$ cat src/hw/rtl/erm_pkg.sv
`timescale 1ns / 1ps

package erm_pkg;

    // Ring of instant rates
    localparam int RING_DEPTH = 16;
    localparam int RING_AW    = (RING_DEPTH > 1) ? $clog2(RING_DEPTH) : 1;

    localparam int RATE_W     = 32;
    localparam int COUNT_W    = 32;
    localparam int INTERVAL_W = 32;
    localparam int SUM_W      = RATE_W + $clog2(RING_DEPTH);

    // count * 1e6 is built one hex digit of the constant per cycle, MSB first
    localparam int DIGIT_W    = 4;
    localparam int MUL_DIGITS = 5;
    localparam logic [MUL_DIGITS*DIGIT_W-1:0] US_PER_S = 20'd1000000;
    localparam int MUL_W      = COUNT_W + MUL_DIGITS * DIGIT_W;

    // Q24.8: eight fraction bits appended before the division
    localparam int FRAC_W     = 8;
    localparam int DIV_NUM_W  = MUL_W + FRAC_W;
    localparam int DIV_Q_W    = 32;
    localparam int DIV_HI_W   = DIV_NUM_W - DIV_Q_W;

    localparam logic OP_EVENT = 1'b0;
    localparam logic OP_POLL  = 1'b1;

    localparam int HEALTH_W = 2;
    localparam logic [HEALTH_W-1:0] HEALTH_RED    = 2'd0;
    localparam logic [HEALTH_W-1:0] HEALTH_YELLOW = 2'd1;
    localparam logic [HEALTH_W-1:0] HEALTH_GREEN  = 2'd2;

    typedef struct packed {
        logic                  operation;
        logic [INTERVAL_W-1:0] interval_us;
    } t_in_item;

    typedef struct packed {
        logic [RATE_W-1:0]   average_rate;
        logic [HEALTH_W-1:0] health;
    } t_out_item;

    typedef struct packed {
        logic             done;
        logic [MUL_W-1:0] product;
    } t_mul_res;

    typedef struct packed {
        logic                 start;
        logic [DIV_NUM_W-1:0] numer;
        logic [DIV_Q_W-1:0]   denom;
    } t_div_req;

    typedef struct packed {
        logic               done;
        logic [DIV_Q_W-1:0] quot;
    } t_div_res;

endpackage

$ cat src/hw/rtl/event_rate_monitor.sv
`timescale 1ns / 1ps

// Event rate meter. An event request (operation 0) bumps a saturating counter
// and is taken without leaving idle, giving no result. A poll request
// (operation 1) turns the count into an instant rate count*1e6/interval_us in
// Q24.8 Hz (saturating), stores it in a 16-entry ring, clears the count and
// returns the ring average with a red/yellow/green grade against the target
// rate. A poll runs a digit-serial multiply by 1e6 over five hex digits, a
// pass of the shared bit-serial divider for the rate, the ring update, the
// average launch, a second divider pass for the ring average, grading and
// loading the output register. A poll with zero interval goes straight to the
// done state, offers 0/red and leaves the count and ring unchanged. The input
// is held for the whole of a poll. The next request is taken from the cycle in
// which the result is offered, since the result sits in an output register. If
// that register still holds an earlier result under stall, the poll waits
// until it drains. The target rate may be written only while no poll is in
// progress.
module event_rate_monitor
    import erm_pkg::*;
(
    input  logic         i_clk,
    input  logic         i_rst_n,
    input  logic         i_cfg_we,
    input  logic [31:0]  i_cfg_wdata,
    input  logic         i_in_valid,
    output logic         o_in_stall,
    input  t_in_item     i_in_data,
    output logic         o_out_valid,
    input  logic         i_out_stall,
    output t_out_item    o_out_data
);

    typedef enum logic [7:0] {
        S_IDLE     = 8'b0000_0001,
        S_MUL      = 8'b0000_0010,
        S_DIV_RATE = 8'b0000_0100,
        S_RING     = 8'b0000_1000,
        S_AVG_GO   = 8'b0001_0000,
        S_DIV_AVG  = 8'b0010_0000,
        S_GRADE    = 8'b0100_0000,
        S_DONE     = 8'b1000_0000
    } t_state;

    localparam int A10_W = RATE_W + 4;

    t_state               r_state;
    logic [RATE_W-1:0]    r_desired;
    logic [COUNT_W-1:0]   r_count;
    logic [RING_AW-1:0]   r_idx;
    logic [SUM_W-1:0]     r_sum;
    logic [RING_DEPTH-1:0] r_valid;
    logic [INTERVAL_W-1:0] r_interval;
    logic [RATE_W-1:0]    r_rate;
    logic [RATE_W-1:0]    r_avg;
    logic [HEALTH_W-1:0]  r_health;
    logic                 r_out_valid;
    t_out_item            r_out_data;

    logic                 in_acc;
    logic                 is_poll;
    logic                 zero_iv;
    logic                 slot_free;
    logic [RATE_W-1:0]    old_rate;
    logic [SUM_W-1:0]     n_sum;
    logic [A10_W-1:0]     a10;
    logic [A10_W-1:0]     t9;
    logic [RATE_W:0]      a2;
    logic [HEALTH_W-1:0]  n_health;

    logic                 mul_start;
    t_mul_res             mul_res;
    t_div_req             div_req;
    t_div_res             div_res;
    logic [RATE_W-1:0]    ram_rdata;

    assign o_in_stall  = (r_state != S_IDLE);
    assign in_acc      = i_in_valid && !o_in_stall;
    assign is_poll     = (i_in_data.operation == OP_POLL);
    assign zero_iv     = (i_in_data.interval_us == '0);
    assign slot_free   = !r_out_valid || !i_out_stall;
    assign mul_start   = in_acc && is_poll && !zero_iv;

    always_comb begin
        old_rate = r_valid[r_idx] ? ram_rdata : '0;
        n_sum    = r_sum - SUM_W'(old_rate) + SUM_W'(r_rate);

        a10 = (A10_W'(r_avg) << 3) + (A10_W'(r_avg) << 1);
        t9  = (A10_W'(r_desired) << 3) + A10_W'(r_desired);
        a2  = {r_avg, 1'b0};
        priority if (a10 > t9) begin
            n_health = HEALTH_GREEN;
        end else if (a2 > {1'b0, r_desired}) begin
            n_health = HEALTH_YELLOW;
        end else begin
            n_health = HEALTH_RED;
        end

        div_req = '{start: 1'b0, numer: '0, denom: '0};
        if (r_state == S_MUL && mul_res.done) begin
            div_req = '{start: 1'b1,
                        numer: {mul_res.product, FRAC_W'(0)},
                        denom: r_interval};
        end else if (r_state == S_AVG_GO) begin
            div_req = '{start: 1'b1,
                        numer: DIV_NUM_W'(r_sum),
                        denom: DIV_Q_W'(RING_DEPTH)};
        end
    end

    erm_mul u_mul (
        .i_clk   (i_clk),
        .i_rst_n (i_rst_n),
        .i_start (mul_start),
        .i_count (r_count),
        .o_res   (mul_res)
    );

    erm_div u_div (
        .i_clk   (i_clk),
        .i_rst_n (i_rst_n),
        .i_req   (div_req),
        .o_res   (div_res)
    );

    erm_ram #(
        .WIDTH (RATE_W),
        .DEPTH (RING_DEPTH)
    ) u_ring (
        .i_clk   (i_clk),
        .i_we    (r_state == S_RING),
        .i_waddr (r_idx),
        .i_wdata (r_rate),
        .i_re    (mul_start),
        .i_raddr (r_idx),
        .o_rdata (ram_rdata)
    );

    // Control and architectural state
    always_ff @(posedge i_clk) begin
        if (!i_rst_n) begin
            r_state     <= S_IDLE;
            r_desired   <= 32'd2560;
            r_count     <= '0;
            r_idx       <= '0;
            r_sum       <= '0;
            r_valid     <= '0;
            r_out_valid <= 1'b0;
        end else begin
            if (i_cfg_we) begin
                r_desired <= i_cfg_wdata;
            end
            if (r_state == S_DONE && slot_free) begin
                r_out_valid <= 1'b1;
            end else if (!i_out_stall) begin
                r_out_valid <= 1'b0;
            end
            unique case (r_state)
                S_IDLE: begin
                    if (in_acc) begin
                        if (!is_poll) begin
                            if (r_count != '1) begin
                                r_count <= r_count + 1'b1;
                            end
                        end else if (zero_iv) begin
                            r_state <= S_DONE;
                        end else begin
                            r_state <= S_MUL;
                        end
                    end
                end
                S_MUL: begin
                    if (mul_res.done) begin
                        r_state <= S_DIV_RATE;
                    end
                end
                S_DIV_RATE: begin
                    if (div_res.done) begin
                        r_state <= S_RING;
                    end
                end
                S_RING: begin
                    r_sum          <= n_sum;
                    r_valid[r_idx] <= 1'b1;
                    r_count        <= '0;
                    r_idx <= (r_idx == RING_AW'(RING_DEPTH - 1)) ? '0 : r_idx + 1'b1;
                    r_state        <= S_AVG_GO;
                end
                S_AVG_GO: begin
                    r_state <= S_DIV_AVG;
                end
                S_DIV_AVG: begin
                    if (div_res.done) begin
                        r_state <= S_GRADE;
                    end
                end
                S_GRADE: begin
                    r_state <= S_DONE;
                end
                S_DONE: begin
                    if (slot_free) begin
                        r_state <= S_IDLE;
                    end
                end
                default: begin
                    r_state <= S_IDLE;
                end
            endcase
        end
    end

    // Datapath holding registers
    always_ff @(posedge i_clk) begin
        if (mul_start) begin
            r_interval <= i_in_data.interval_us;
        end
        if (in_acc && is_poll && zero_iv) begin
            r_avg    <= '0;
            r_health <= HEALTH_RED;
        end
        if (r_state == S_DIV_RATE && div_res.done) begin
            r_rate <= div_res.quot;
        end
        if (r_state == S_DIV_AVG && div_res.done) begin
            r_avg <= div_res.quot;
        end
        if (r_state == S_GRADE) begin
            r_health <= n_health;
        end
        if (r_state == S_DONE && slot_free) begin
            r_out_data <= '{average_rate: r_avg, health: r_health};
        end
    end

    assign o_out_valid = r_out_valid;
    assign o_out_data  = r_out_data;

    a_zero_poll_keeps_state: assert property (@(posedge i_clk) disable iff (!i_rst_n)
        (in_acc && is_poll && zero_iv) |=>
            ($stable(r_count) && $stable(r_sum) && $stable(r_idx)))
        else $error("zero-interval poll changed state");

    a_ring_store_clears_count: assert property (@(posedge i_clk) disable iff (!i_rst_n)
        (r_state == S_RING) |=> (r_count == '0) && r_valid[$past(r_idx)])
        else $error("ring store did not clear count or mark slot");

    a_result_from_done: assert property (@(posedge i_clk) disable iff (!i_rst_n)
        $rose(r_out_valid) |-> $past(r_state == S_DONE))
        else $error("result loaded outside done state");

    a_green_nonzero: assert property (@(posedge i_clk) disable iff (!i_rst_n)
        (r_out_valid && r_out_data.health == HEALTH_GREEN) |->
            (r_out_data.average_rate != '0))
        else $error("green grade with zero average");

endmodule

$ cat src/hw/rtl/erm_ram.sv
`timescale 1ns / 1ps

module erm_ram #(
    parameter int WIDTH = 32,
    parameter int DEPTH = 16,
    parameter int AW    = (DEPTH > 1) ? $clog2(DEPTH) : 1
) (
    input  logic             i_clk,
    input  logic             i_we,
    input  logic [AW-1:0]    i_waddr,
    input  logic [WIDTH-1:0] i_wdata,
    input  logic             i_re,
    input  logic [AW-1:0]    i_raddr,
    output logic [WIDTH-1:0] o_rdata
);

    logic [WIDTH-1:0] r_mem [DEPTH];
    logic [WIDTH-1:0] r_rdata;

    always_ff @(posedge i_clk) begin
        if (i_we) begin
            r_mem[i_waddr] <= i_wdata;
        end
        if (i_re) begin
            r_rdata <= r_mem[i_raddr];
        end
    end

    assign o_rdata = r_rdata;

endmodule

$ cat src/hw/rtl/erm_mul.sv
`timescale 1ns / 1ps

module erm_mul
    import erm_pkg::*;
(
    input  logic               i_clk,
    input  logic               i_rst_n,
    input  logic               i_start,
    input  logic [COUNT_W-1:0] i_count,
    output t_mul_res           o_res
);

    localparam int DIG_CW = (MUL_DIGITS > 1) ? $clog2(MUL_DIGITS) : 1;
    localparam int PART_W = COUNT_W + DIGIT_W;

    logic               r_busy;
    logic               r_done;
    logic [DIG_CW-1:0]  r_dig;
    logic [COUNT_W-1:0] r_cnt;
    logic [MUL_W-1:0]   r_acc;

    logic [DIGIT_W-1:0] digit;
    logic [PART_W-1:0]  part;
    logic [MUL_W-1:0]   n_acc;

    always_comb begin
        digit = US_PER_S[DIGIT_W * (MUL_DIGITS - 1 - int'(r_dig)) +: DIGIT_W];
        part  = PART_W'(r_cnt) * PART_W'(digit);
        n_acc = (r_acc << DIGIT_W) + MUL_W'(part);
    end

    always_ff @(posedge i_clk) begin
        if (!i_rst_n) begin
            r_busy <= 1'b0;
            r_done <= 1'b0;
        end else begin
            r_done <= 1'b0;
            if (i_start) begin
                r_busy <= 1'b1;
            end else if (r_busy && r_dig == DIG_CW'(MUL_DIGITS - 1)) begin
                r_busy <= 1'b0;
                r_done <= 1'b1;
            end
        end
    end

    always_ff @(posedge i_clk) begin
        if (i_start) begin
            r_cnt <= i_count;
            r_acc <= '0;
            r_dig <= '0;
        end else if (r_busy) begin
            r_acc <= n_acc;
            r_dig <= r_dig + 1'b1;
        end
    end

    assign o_res = '{done: r_done, product: r_acc};

endmodule

$ cat src/hw/rtl/erm_div.sv
`timescale 1ns / 1ps

module erm_div
    import erm_pkg::*;
(
    input  logic     i_clk,
    input  logic     i_rst_n,
    input  t_div_req i_req,
    output t_div_res o_res
);

    localparam int STEP_W = $clog2(DIV_Q_W);

    logic               r_busy;
    logic               r_done;
    logic               r_sat;
    logic [STEP_W-1:0]  r_step;
    logic [DIV_Q_W-1:0] r_rem;
    logic [DIV_Q_W-1:0] r_den;
    logic [DIV_Q_W-1:0] r_sh;

    logic [DIV_Q_W-1:0] hi;
    logic [DIV_Q_W:0]   rem_sh;
    logic [DIV_Q_W:0]   diff;
    logic               ge;

    always_comb begin
        hi     = DIV_Q_W'(i_req.numer[DIV_NUM_W-1 -: DIV_HI_W]);
        rem_sh = {r_rem, r_sh[DIV_Q_W-1]};
        diff   = rem_sh - {1'b0, r_den};
        ge     = rem_sh >= {1'b0, r_den};
    end

    always_ff @(posedge i_clk) begin
        if (!i_rst_n) begin
            r_busy <= 1'b0;
            r_done <= 1'b0;
        end else begin
            r_done <= 1'b0;
            if (i_req.start) begin
                r_busy <= 1'b1;
            end else if (r_busy && r_step == STEP_W'(DIV_Q_W - 1)) begin
                r_busy <= 1'b0;
                r_done <= 1'b1;
            end
        end
    end

    // Restoring division, one quotient bit per cycle; quotient bits shift
    // in behind the low numerator bits as those are consumed.
    always_ff @(posedge i_clk) begin
        if (i_req.start) begin
            r_rem  <= hi;
            r_sh   <= i_req.numer[DIV_Q_W-1:0];
            r_den  <= i_req.denom;
            r_sat  <= hi >= i_req.denom;
            r_step <= '0;
        end else if (r_busy) begin
            r_rem  <= ge ? diff[DIV_Q_W-1:0] : rem_sh[DIV_Q_W-1:0];
            r_sh   <= {r_sh[DIV_Q_W-2:0], ge};
            r_step <= r_step + 1'b1;
        end
    end

    assign o_res = '{done: r_done, quot: r_sat ? '1 : r_sh};

endmodule

$ cat config.mk
export PLATFORM = sky130hd
export DESIGN_NAME = event_rate_monitor
export DESIGN_NICKNAME = d
export VERILOG_FILES = /design/src/hw/rtl/erm_pkg.sv /design/src/hw/rtl/event_rate_monitor.sv /design/src/hw/rtl/erm_ram.sv /design/src/hw/rtl/erm_mul.sv /design/src/hw/rtl/erm_div.sv
export SDC_FILE = /design/constraint.sdc
export NUM_CORES = 2
export LEC_CHECK = 0
export BUFFER_PORTS_ARGS = -buffer_cell sky130_fd_sc_hd__buf_2
export CELL_PAD_IN_SITES_DETAIL_PLACEMENT = 0
export CELL_PAD_IN_SITES_GLOBAL_PLACEMENT = 2
export CORE_UTILIZATION = 45
export DETAILED_ROUTE_END_ITERATION = 8
export PLACE_DENSITY = 0.88
export SLEW_MARGIN = 20
export SYNTH_ARGS = -nofsm -noshare
export SYNTH_HDL_FRONTEND = slang
export SYNTH_HIERARCHICAL = 1
export SYNTH_SLANG_ARGS = --single-unit
$ cat constraint.sdc
create_clock -name i_clk -period 10 [get_ports i_clk]
set_input_delay 1 -clock i_clk [delete_from_list [all_inputs] [get_ports i_clk]]
set_output_delay 1 -clock i_clk [all_outputs]
set_load 0.02 [all_outputs]
Yosys cells after proc, flatten, opt, wreduce, memory -nomap -nowiden. Memory sizes are Yosys's and may differ from the RTL's. A register that Yosys moved wholly into a read port is not among the register bits. Index checks and enable logic that the tools add are counted.

Flip-flop bits (word level): 454. Latch bits: 0. RAM bits: 512. ROM bits: 0. Word-level logic and storage cells: 139. Memories: 1.

Memory list: u_ring.r_mem (words 16, bits a word 32, rd ports 1, clocked after memory_dff 1, wr ports 1, line erm_ram.sv:17) `logic [WIDTH-1:0] r_mem [DEPTH];`.

Add/sub/neg operators: 11. Multipliers: 1. Divide/modulo/power cells: 0. $lt $le $gt $ge: 6. Eq/ne operators: 22. Shifts and indexed selects: 1. Multiplexer cells: 42. Bitwise logic cells: 2. Reduce and logical (&&, ||, !) cells: 27.

Operators by type and width (count): 32-bit two-way mux (10); 93-bit two-way mux (2); 32-bit one-hot mux with 2 select lines (1); 8-bit one-hot mux with 8 select lines (1); 28-bit two-way mux (2); 8-bit two-way mux (7); 52-bit by 36-bit adder with 52-bit output (1); 35-bit by 32-bit adder with 36-bit output (1); 35-bit by 33-bit adder with 36-bit output (1); 36-bit by 32-bit adder with 36-bit output (1); 36-bit > comparator (1); 32-bit by 4-bit multiplier with 36-bit output (1); 36-bit by 32-bit subtractor with 36-bit output (1); 33-bit by 32-bit >= comparator with 1-bit output (1); 33-bit by 32-bit > comparator with 1-bit output (1); 32-bit by 1-bit adder with 32-bit output (second input constant) (1); 28-bit by 32-bit >= comparator with 1-bit output (1); 32-bit logical NOT (1); 32-bit inequality test (second input constant) (1); 20-bit by 32-bit variable part select with 4-bit output (first input constant) (1); 32-bit subtractor (1); 16-bit bitwise OR (1); 1-bit two-way mux (13); 2-bit nonzero test (6); 31 further kinds (54).

Depth between registers and ports, before layout.
Depth after elaboration: 7. Mapped depth: 24. Gate-level depth less buffers: 22.

Modules after synthesis. The synthesis kept the hierarchy.

Modules (own cells, without submodules): erm_ram (times used 1, cells an instance 838, area an instance 20155.6 um^2, sequential area each 16335.7 um^2); event_rate_monitor (times used 1, cells an instance 1905, area an instance 17805.8 um^2, sequential area each 6546.3 um^2); erm_mul (times used 1, cells an instance 943, area an instance 8343.0 um^2, sequential area each 2102.0 um^2); erm_div (times used 1, cells an instance 690, area an instance 6855.3 um^2, sequential area each 3012.9 um^2).

Least setup slack after synthesis. OpenSTA, ideal clock, no wires.

Path kind: register -> register. Start: reg r_state[2]. End: reg u_mul.r_acc[11]. Data arrival time: 8.902 ns. Required time: 9.872 ns. Slack: 0.971 ns. Cell stages (with the launch flop): 11. Buffers on the path: 4. Clock period less this slack: 9.029 ns. Path through: dfxtp_1 -> clkbuf_1 -> nor2_1 -> nand3b_1 -> nor4b_2 -> inv_1 -> nor3_1 -> clkbuf_1 -> clkbuf_1 -> buf_1 -> nor2_1.

Longest elaborated chain between the ends: 5.

RTL lines: from (decl) (line event_rate_monitor.sv:46) `t_state r_state;`; from (signal assigned) (line event_rate_monitor.sv:141) `r_state <= S_IDLE;`; from (signal assigned) (line event_rate_monitor.sv:165) `r_state <= S_DONE;`; from (signal assigned) (line event_rate_monitor.sv:167) `r_state <= S_MUL;`; 8-bit by 1-bit inequality test with 1-bit output (line event_rate_monitor.sv:76) `assign o_in_stall = (r_state != S_IDLE);`; via o_in_stall (line event_rate_monitor.sv:26) `output logic o_in_stall,`; 1-bit logical NOT (line event_rate_monitor.sv:77) `assign in_acc = i_in_valid && !o_in_stall;`; 1-bit logical AND (line event_rate_monitor.sv:77); 1-bit logical AND (2 in a row) (line event_rate_monitor.sv:81) `assign mul_start = in_acc && is_poll && !zero_iv;`; via mul_start (line event_rate_monitor.sv:70) `logic mul_start;`; to (signal assigned) (line erm_mul.sv:53) `r_acc <= n_acc;`; to (decl) (line erm_mul.sv:20) `logic [MUL_W-1:0] r_acc;`.

The timed path passes the listed nets, and every way through them passes these cells. A chain may end at the register's enable or synchronous reset.

Worst setup path after layout.
Start: reg u_mul.r_dig[0]. End: reg u_mul.r_acc[51].

Longest elaborated chain between the ends: 4.

RTL lines: from (decl) (line erm_mul.sv:18) `logic [DIG_CW-1:0] r_dig;`; from (signal assigned) (line erm_mul.sv:54) `r_dig <= r_dig + 1'b1;`; 3-bit by 3-bit subtractor with 4-bit output (line erm_mul.sv:27) `digit = US_PER_S[DIGIT_W * (MUL_DIGITS - 1 - int'(r_dig)) +: DIGIT_W];`; 20-bit by 32-bit variable part select with 4-bit output (line erm_mul.sv:27); 32-bit by 4-bit multiplier with 36-bit output (line erm_mul.sv:28) `part = PART_W'(r_cnt) * PART_W'(digit);`; 52-bit by 36-bit adder with 52-bit output (line erm_mul.sv:29) `n_acc = (r_acc << DIGIT_W) + MUL_W'(part);`.

No other way between the ends.

==> results.md <==
Setup path
* startpoint kind of the worst setup timing path: flip-flop
* critical path cell sequence: inv_1 -> ha_1 -> ha_1 -> nor3_1 -> nor2_2 -> buf_4 -> nor2b_1 -> fa_1 -> inv_1 -> fa_1 -> fa_1 -> inv_1 -> ha_1 -> a21o_1 -> a21o_1 -> a21oi_1 -> o21ai_0 -> or4_1 -> o211ai_2 -> o21ai_0 -> a311oi_1
* category of the worst setup path capture point: flip-flop
* largest delay contributor family on the critical path: adder cells
* worst flop-to-flop path endpoint: u_mul/r_acc[51]
* Setup Crit Path Kind: flip-flop to flip-flop
* data required time at the worst endpoint: 10600 ps
* critical path's largest stage delay: 810 ps
* worst-case reg-to-reg path depth: 21
* combined buffer and inverter count along the critical path: 4
* Reg-to-Reg Start: u_mul/r_dig[0]
* r2r setup slk: 3200 ps
* slowest stage cell on the critical path: ha_1
* critical path fanouts, max: 33
* arrival time at the worst endpoint: 7400 ps

Pwr
* net switching share of the total power: 0.372
* part of the total power dissipated in the clock network: 0.276
* peak ir drop on the vdd network: 0.251 mV
* power density over the cells: 243 nW/um^2
* Psw: 0.00532 W
* sequential power share: 0.332
* leakage power: 22.1 nW
* fraction of power consumed by combinational cells: 0.392
* total internal power: 0.00898 W

Drt
* routed via count: 34047
* Routed Wire Length: 132000 um
* post-route DRC violation count: 0
* detailed-route wire length per cell: 21.7 um
* length of the first detailed-routing pass in iterations: 6
* DRT iter0 DRCs: 2945
* antenna viol nets, final: 0
* routed vias/inst: 5.60

Synthesis
* Ys Warns: 6
* library cells used by synthesis: 101
* dominant synthesized flop cell: edfxtp_1
* Post-synth EDFFs: 801
* post-synthesis instance area: 53200 sq um
* Seq/Total Area, Yosys: 0.527
* number of instances in the synthesized netlist: 4376
* Synth Net Count: 4846
* synthesized area divided by synthesized cell count: 12.1 sq um
* ys async rst share: 0
* register bit total from synthesis: 998

Clock tree
* CTS Buf Count: 104
* post-CTS setup buffer count: 0
* post-CTS resize count: 0
* H-Tree Depth: 3
* maximum clock path buffer count: 3
* CTS root buf: clkbuf_16
* TritonCTS clock tree: done
* CTS hold repair buffers: 0
* number of sinks handled by clock tree synthesis: 998
* clock edge transition at the registers on the reported setup and hold paths: 60 ps
* clock insertion delay at the later pin of the skew report: 720 ps

Die
* die area: 120000 sq um
* core region area: 117000 sq um
* Die Width: 346 um
* vertical extent of the die: 346 um
* effective utilization at floorplan: 0.456
* Row Count: 125
* I/O pin count: 106

Placed design
* total of buffers placed on input and output ports: 105
* final HPWL from detailed placement: 92600 um
* DP Area: 55400 sq um
* Placed Instances: 5882
* placer congestion estimate: 0.876

Final layout
* number of nets at the end of the flow: 4934
* share of the core filled with cells in the final layout: 0.505
* Non-Filler Cell Area, Final: 58900 sq um
* ratio of cells with drive above 1 in the final layout: 0.128
* post-route non-filler standard cell count: 6083
* Area Growth Syn to Fin: 10.8%

Timing
* final hold viol count: 0
* maximum clock frequency: 147 MHz
* max-slew violation count: 0
* slew at the pin closest to its max-slew limit: 1040 ps
* Setup TNS Final: 0 ps
* unrepaired setup endpoints after global routing: false
* clock period minus worst slack: 6800 ps
* slew margin rel.: 0.303
* total setup violations reported at the end of the flow: 0
* final cycle utilization of the critical path: 0.680
* final setup skew: 55.0 ps
* Post-Route Hold Slack: 419 ps

GRT
* pin count of the biggest net entering global routing: 103
* global-route total usage across every layer: 0.220
* antenna violations before repair: 13
* global-route wire length before repair: 203000 um
* via count of the first global-routing pass: 33754
* grt total ovfl: 0

Hold path
* hold path startpoint: r_health[0]
* Tightest Hold Check Type: flip-flop to flip-flop
* Worst Hold End: o_out_data[0]
* WHS Path Cells: 0

Job
* max-cap check violation count: 0

Outcome
* run status: complete, no violations

## stage by stage
stage                     worst slack (ps)  power (W)
after floorplan                        971    0.00916
after global placement                3360     0.0104
after detailed placement              3250     0.0104
after CTS                             3230     0.0144
after global routing                  2740     0.0153
final                                 3200     0.0143
## power by group through the flow
stage	logic, W	clock network, W	registers, W
6_report	0.00561	0.00395	0.00474
5_1_grt	0.00641	0.00419	0.00475
3_5_place_dp	0.00556	0	0.00483
3_3_place_gp	0.00560	0	0.00483
2_1_floorplan	0.00442	0	0.00475
4_1_cts	0.00559	0.00403	0.00474
## kinds of logic (layout without fill, tap and decap cells)
family,Yosys count,after routing,share of synthesized area
xor+xnor,176,176,0.0290
compound gates,806,806,0.103
other cells,0,6,0
mux,222,222,0.0739
simple gates,1154,1154,0.110
buf+inv,620,797,0.0461
flops,998,998,0.527
fa+ha+maj,400,400,0.112
## worst register-to-register path: cells and delay by family (launching register included)
family | cells | cell delay, ps
AO/OA/AOI/OAI | 7 | 1700
adder cells (fa/ha/maj) | 6 | 2860
buffers and inverters | 4 | 540
flip-flops | 1 | 380
AND/OR/NAND/NOR | 4 | 1240
## routing by layer
metal  share of wire  global-route usage
met1            0.44               0.305
met2            0.48               0.365
met3           0.060              0.0294
met4           0.022              0.0565
met5               0                   0
## synthesized netlist by cell type, types with 32 or more instances
library cell	n	area (sq um)
a21o_1	123	923
a21oi_1	208	1040
a22oi_1	66	495
a31oi_1	57	357
and2_1	142	888
and3_1	60	375
clkbuf_1	117	439
dfxtp_1	197	3940
edfxtp_1	801	24100
fa_1	126	2520
ha_1	274	3430
inv_1	451	1690
mux2_2	34	383
mux2i_1	55	551
mux4_2	133	3000
nand2_1	274	1030
nand3_1	74	370
nand4_1	50	313
nor2_1	280	1050
nor2b_1	84	526
nor3_1	32	160
o21ai_0	108	541
or2_2	36	225
xnor2_1	93	815
xor2_1	83	727
## sequential cells by signal, indices dropped and copies added (netlist names), 4 cells and up
name / count
r_valid: 16
r_desired: 32
r_idx: 4
r_state: 8
u_div/r_den: 32
u_ring/o_rdata: 32
u_ring/r_mem: 512
r_interval: 32
r_rate: 32
u_div/r_sh: 32
r_count: 32
o_out_data: 34
r_avg: 32
u_mul/r_cnt: 32
u_div/r_rem: 32
u_mul/r_acc: 52
u_div/r_step: 5
r_sum: 36
## cell type report
class                           count  area [sq um]
Inverter                          453          1700
Sequential cell                   998         28000
Clock buffer                      128          2720
Antenna cell                        6          15.0
Multi-Input combinational cell   2758         22900
Tap cell                         1524          1910
Clock inverter                     67           786
Fill cell                       10063         57800
Timing Repair Buffer              149           868
## worst max path at each step
stage          depth (start not counted)  slack [ps]               to           start
6_report                              21        3200  u_mul/r_acc[51]  u_mul/r_dig[0]
4_1_cts                               21        3230  u_mul/r_acc[51]  u_mul/r_dig[0]
2_1_floorplan                         10         970  u_mul/r_acc[11]      r_state[2]
3_5_place_dp                          21        3250  u_mul/r_acc[51]  u_mul/r_dig[0]
3_3_place_gp                          21        3360  u_mul/r_acc[51]  u_mul/r_dig[0]
5_1_grt                               21        2740  u_mul/r_acc[51]  u_mul/r_dig[0]
## cells in the final DEF (no fill, tap or decap), types with 66 or more instances in the layout
| master | Yosys | routed |
|---|---|---|
| a21o_1 | 123 | 123 |
| clkbuf_16 | 0 | 104 |
| xnor2_1 | 93 | 93 |
| nand3_1 | 74 | 74 |
| a22oi_1 | 66 | 66 |
| xor2_1 | 83 | 83 |
| fa_1 | 126 | 126 |
| buf_2 | 18 | 105 |
| inv_1 | 451 | 450 |
| mux4_2 | 133 | 133 |
| a21oi_1 | 208 | 207 |
| nand2_1 | 274 | 273 |
| o21ai_0 | 108 | 108 |
| dfxtp_1 | 197 | 194 |
| nor2b_1 | 84 | 82 |
| and2_1 | 142 | 142 |
| nor2_1 | 280 | 265 |
| ha_1 | 274 | 274 |
| edfxtp_1 | 801 | 801 |
(Power assumes the default switching activity.)
